**src/rtl/bbr_pkg.sv**
```systemverilog
`default_nettype none

package bbr_pkg;

  localparam int CH_W        = 8;
  localparam int SUM_W       = 12;
  localparam int COORD_W     = 10;
  localparam int CFG_W       = 11;
  localparam int RECIP_W     = 13;
  localparam int RECIP_SHIFT = 16;

  // floor(s * 7282 / 2^16) == floor(s / 9) for every s up to 9 * 255
  localparam logic [RECIP_W-1:0] RECIP9 = 13'd7282;

  // configuration register indexes
  localparam logic REG_FRAME_WIDTH  = 1'b0;
  localparam logic REG_FRAME_HEIGHT = 1'b1;

  typedef struct packed {
    logic [CH_W-1:0] red;
    logic [CH_W-1:0] green;
    logic [CH_W-1:0] blue;
  } pix_t;

  // one line store entry: pixel two rows up and one row up
  typedef struct packed {
    pix_t up;
    pix_t mid;
  } store_t;

  // one window column, oldest row first
  typedef struct packed {
    pix_t top;
    pix_t mid;
    pix_t bot;
  } col_t;

  // in-frame flags of the window's border rows and columns
  typedef struct packed {
    logic c0;
    logic c2;
    logic r0;
    logic r2;
  } mask_t;

  typedef struct packed {
    logic [COORD_W-1:0] column;
    logic [COORD_W-1:0] line;
    logic               eof;
  } meta_t;

  typedef struct packed {
    logic [SUM_W-1:0] red;
    logic [SUM_W-1:0] green;
    logic [SUM_W-1:0] blue;
  } sum_t;

endpackage

`default_nettype wire

```
**src/rtl/bbr_out_stage.sv**
```systemverilog
`default_nettype none

module bbr_out_stage (
  input  wire logic          clk,
  input  wire logic          rst_n,
  input  wire logic          res_valid,
  input  wire bbr_pkg::sum_t  res_sum,
  input  wire bbr_pkg::meta_t res_meta,
  output logic               adv,
  output logic               out_valid,
  input  wire logic          out_ready,
  output bbr_pkg::pix_t      out_pix,
  output bbr_pkg::meta_t     out_meta
);
  import bbr_pkg::*;

  typedef struct packed {
    pix_t  pix;
    meta_t meta;
  } res_t;

  res_t res;
  res_t out_r;
  res_t skid_r;
  logic out_v_r;
  logic skid_v_r;

  function automatic logic [CH_W-1:0] div9(input logic [SUM_W-1:0] s);
    logic [SUM_W+RECIP_W-1:0] prod;
    prod = SUM_W'(s) * RECIP9;
    return prod[RECIP_SHIFT +: CH_W];
  endfunction

  always_comb begin
    res.pix.red   = div9(res_sum.red);
    res.pix.green = div9(res_sum.green);
    res.pix.blue  = div9(res_sum.blue);
    res.meta      = res_meta;
  end

  assign adv = !skid_v_r;

  always_ff @(posedge clk) begin
    if (!rst_n) begin
      out_v_r  <= 1'b0;
      skid_v_r <= 1'b0;
    end else if (skid_v_r) begin
      if (out_ready) begin
        skid_v_r <= 1'b0;
      end
    end else if (res_valid) begin
      if (out_v_r && !out_ready) begin
        skid_v_r <= 1'b1;
      end else begin
        out_v_r <= 1'b1;
      end
    end else if (out_ready) begin
      out_v_r <= 1'b0;
    end
  end

  always_ff @(posedge clk) begin
    if (skid_v_r) begin
      if (out_ready) begin
        out_r <= skid_r;
      end
    end else if (res_valid) begin
      if (out_v_r && !out_ready) begin
        skid_r <= res;
      end else begin
        out_r <= res;
      end
    end
  end

  assign out_valid = out_v_r;
  assign out_pix   = out_r.pix;
  assign out_meta  = out_r.meta;

endmodule

`default_nettype wire
```
**config.mk**
```make
export PLATFORM = sky130hd
export DESIGN_NAME = bbr_out_stage
export DESIGN_NICKNAME = d
export VERILOG_FILES = /design/src/rtl/bbr_pkg.sv /design/src/rtl/bbr_out_stage.sv
export SDC_FILE = /design/constraint.sdc
export NUM_CORES = 1
export LEC_CHECK = 0
export CORE_ASPECT_RATIO = 0.8
export CORE_MARGIN = 2
export CORE_UTILIZATION = 35
export DETAILED_ROUTE_END_ITERATION = 6
export DONT_BUFFER_PORTS = 1
export GPL_TIMING_DRIVEN = 0
export PLACE_DENSITY = 0.54
export SYNTH_ARGS = -nofsm -noshare
export SYNTH_HDL_FRONTEND = slang
export SYNTH_SLANG_ARGS = --single-unit
```
**constraint.sdc**
```tcl
create_clock -name clk -period 12.2 [get_ports clk]
set_input_delay 1.22 -clock clk [delete_from_list [all_inputs] [get_ports clk]]
set_output_delay 1.22 -clock clk [all_outputs]
set_load 0.03 [all_outputs]
```
==> results.tsv <==
stage	metric	value	unit
clock_tree	clockBufferDepth	2	
layout	n_fill_cell	2771	
pwr	power_density	242	nW/um^2
global_routing	grt_overflow	0	
layout	fin_area	10800	sq um
synthesis	syn_area	9940	sq um
clock_tree	cts_buffers	9	
place	portBuffers	0	
routing	via_count	6352	
global_routing	first_global_vias	6706	
sta	final-hold-violation-count	0	
pwr	p_leak	0.00516	uW
synthesis	synth_top_area_share	27.2	%
floorplan	die_area	29800	sq um
synthesis	synth-edff-count	90	
floorplan	core_area	28100	sq um
worst_setup_path	start_kind	input port	
worst_setup_path	cp_max_fo	6	
sta	fin_crit	5.72	ns
clock_tree	clk_pin_slew	0.07	ns
worst_setup_path	required	12.30	ns
worst_setup_path	crit_path_end_kind	flop	
routing	drt_iter0_markers	286	
sta	fin_skew	0.00776	ns
floorplan	dieHeight	155	um
sta	hold_slack	0.527	ns
sta	period_share	46.9	%
worst_setup_path	cp_slowest_stage_delay	0.53	ns
worst_setup_path	cp_slowest_cell	fa_1	
worst_setup_path	cp.arrival	5.83	ns
layout	areaGrowthSynthToFinish	8.60	%
synthesis	ys.flop_type	edfxtp_1	
synthesis	synth.distinct_cells	59	
sta	tns	0	ns
routing	first_pass_iters	4	
floorplan	fp.dieW	192	um
sta	slew_viol_final	0	
clock_tree	htreeDepth	3	
layout	final-instance-count-excl-fill	1290	
clock_tree	cts_resized	0	
clock_tree	cts_tree	yes	
job	cap_violations	0	
routing	ant_nets	0	
global_routing	grtUsageTotal	15.5	%
layout	fin_nets	1263	
layout	n_antenna_cell	0	
worst_setup_path	crit_path_frequent_cell	inv_1	
worst_hold_path	hp-class	flop to flop	
synthesis	synthArstFlopShare	0	%
worst_setup_path	crit_chain	inv_1 > fa_1 > inv_1 > ha_1 > inv_1 > fa_1 > inv_1 > fa_1 > inv_1 > fa_1 > inv_1 > ha_1 > and4_1 > nor2b_1 > a221oi_1 > a31oi_1 > xnor2_1 > mux2_2	
synthesis	syn_inst	899	
pwr	vdd_ir_drop_max	0.0891	mV
synthesis	ys_warn_count	0	
sta	slew_headroom	37.3	%
clock_tree	hold_buffers	0	
synthesis	ys_ff_latch	92	
floorplan	core.rowCount	55	
floorplan	io_pins	108	
place	dp_hpwl	18600	um
sta	fmax	175	MHz
clock_tree	numClockSinks	92	
sta	rsz0062_at_grt	no	
routing	viasPerCell	4.92	
routing	drcViolationCount	0	
synthesis	ys_seq_area_share	27.6	%
place	dpl-instance-area	10500	sq um
global_routing	antenna_found_initial	0	
global_routing	grt_pass1_wl	36000	um
place	place_congestion	0.875	
synthesis	syn_nets	1247	
routing	wl_per_cell	16.9	um
place	post-place-cells	1274	
layout	drive_gt1_share	6.74	%
sta	setup_violations	0	
global_routing	grt_max_degree	24	
clock_tree	clock_latency	0.35	ns
synthesis	synth_area_leaders	edfxtp_1 27%, ha_1 25%, fa_1 18%	
sta	worstMarginPinSlew	0.940	ns
worst_setup_path	crit_type	input port to flop	
synthesis	netlist.top_cell.by_area	edfxtp_1	
floorplan	initial_utilization	35.4	%
clock_tree	cts_setup_buffers	0	
clock_tree	cts_root_buf	clkbuf_16	
status	outcome	finished, final reports clean	
routing	wl	21800	um
synthesis	avgSynthCellArea	11.1	sq um
[cell type report]
cell class                 count  area, sq um  share of cell area, %
timing repair buffer           5         68.8                  0.637
tap                          370          463                   4.29
buffer                        15         66.3                  0.614
clock buffer                   9          225                   2.09
inverter                     175          657                   6.08
clock inverter                 7         91.3                  0.846
sequential                    92         2740                   25.4
multi-input combinational    617         6480                   60.0
[cells by family (layout without fill, tap and decap cells)]
group	Yosys count	after routing	synth area share, %
xor gates and xnor gates	31	31	2.73
muxes	32	32	3.62
buffers and inverters	190	211	7.27
DFF	92	92	27.6
and+or+nand+nor	127	127	6.42
AOI/OAI and AO/OA	140	140	9.68
adders and majority gates	287	287	42.7
[synthesized netlist by cell type, drive strengths merged, types with 5 or more instances]
| cell type | instances |
|---|---|
| mux2 | 32 |
| clkbuf | 12 |
| o21a | 7 |
| inv | 175 |
| a21oi | 39 |
| nand4 | 5 |
| o31ai | 8 |
| a311oi | 6 |
| edfxtp | 90 |
| nor2b | 7 |
| and2 | 5 |
| a21o | 19 |
| fa | 87 |
| o21ai | 13 |
| nand2 | 37 |
| xor2 | 11 |
| ha | 200 |
| a31oi | 8 |
| nor2 | 26 |
| and3 | 12 |
| xnor2 | 20 |
| nand3 | 13 |
[worst max-delay path, delay by kind of cell]
kind / cells / cell delay (ns)
adder cells (fa/ha/maj): 6 / 2.74
AO/OA/AOI/OAI: 2 / 0.70
AND/OR/NAND/NOR: 2 / 0.37
buffers and inverters: 6 / 0.29
multiplexers: 1 / 0.28
XOR/XNOR: 1 / 0.19
[stage by stage]
| step | utilization, % | power [uW] | setup WS, ns |
|---|---|---|---|
| after floorplan | - | 1920 | 6.50 |
| after global placement | 37.1 | 2320 | 4.67 |
| after detailed placement | 37.3 | 2330 | 6.05 |
| after CTS | 38.5 | 2640 | 6.43 |
| after global routing | 38.5 | 2930 | 6.12 |
| final | 38.5 | 2620 | 6.48 |
[worst paths after layout]
check / from / to / slack, ns / cells after the start
setup / recovery: res_sum[25] / out_pix[21] / 6.48 / 18
hold / removal: skid_r[33] / out_pix[12] / 0.53 / 2
setup reg to reg: skid_v_r / out_pix[14] / 9.26 / 5
hold reg to reg: skid_r[33] / out_pix[12] / 0.53 / 2
[flip-flops by register name, indices dropped and copies added (netlist names)]
name,count
skid_r,45
out_valid,1
skid_v_r,1
out_pix,24
out_meta,21
[layer usage]
metal | GRT usage (%) | up-vias | part of all wire (%)
met1 | 22.8 | 3098 | 52
met5 | 0 | - | 0
li1 | - | 3155 | -
met3 | 3.22 | 9 | 4.6
met4 | 2.40 | 0 | 0.55
met2 | 23.8 | 90 | 43
[cell usage in the layout, fill, tap and decap left out, types with 5 or more instances in the layout]
cell type    n
xnor2_1     20
fa_1        87
nor2b_1      7
a311oi_1     5
edfxtp_1    90
a31oi_1      8
clkbuf_1    11
mux2_2      32
o31ai_1      8
a21oi_1     39
ha_1       200
nand2_1     37
and3_1      11
a21o_1      19
nand3_1     13
o21a_1       7
clkbuf_16    9
o21ai_0     12
xor2_1      11
nand4_1      5
inv_1      175
nor2_1      26
[report_power, final]
group          switching [uW]  total [uW]  leakage (uW)  internal (uW)
logic                     994        1710       0.00415            713
clock network             139         287      0.000152            148
registers                 121         621      0.000861            500
No activity file was read; power rests on OpenSTA's default activity.
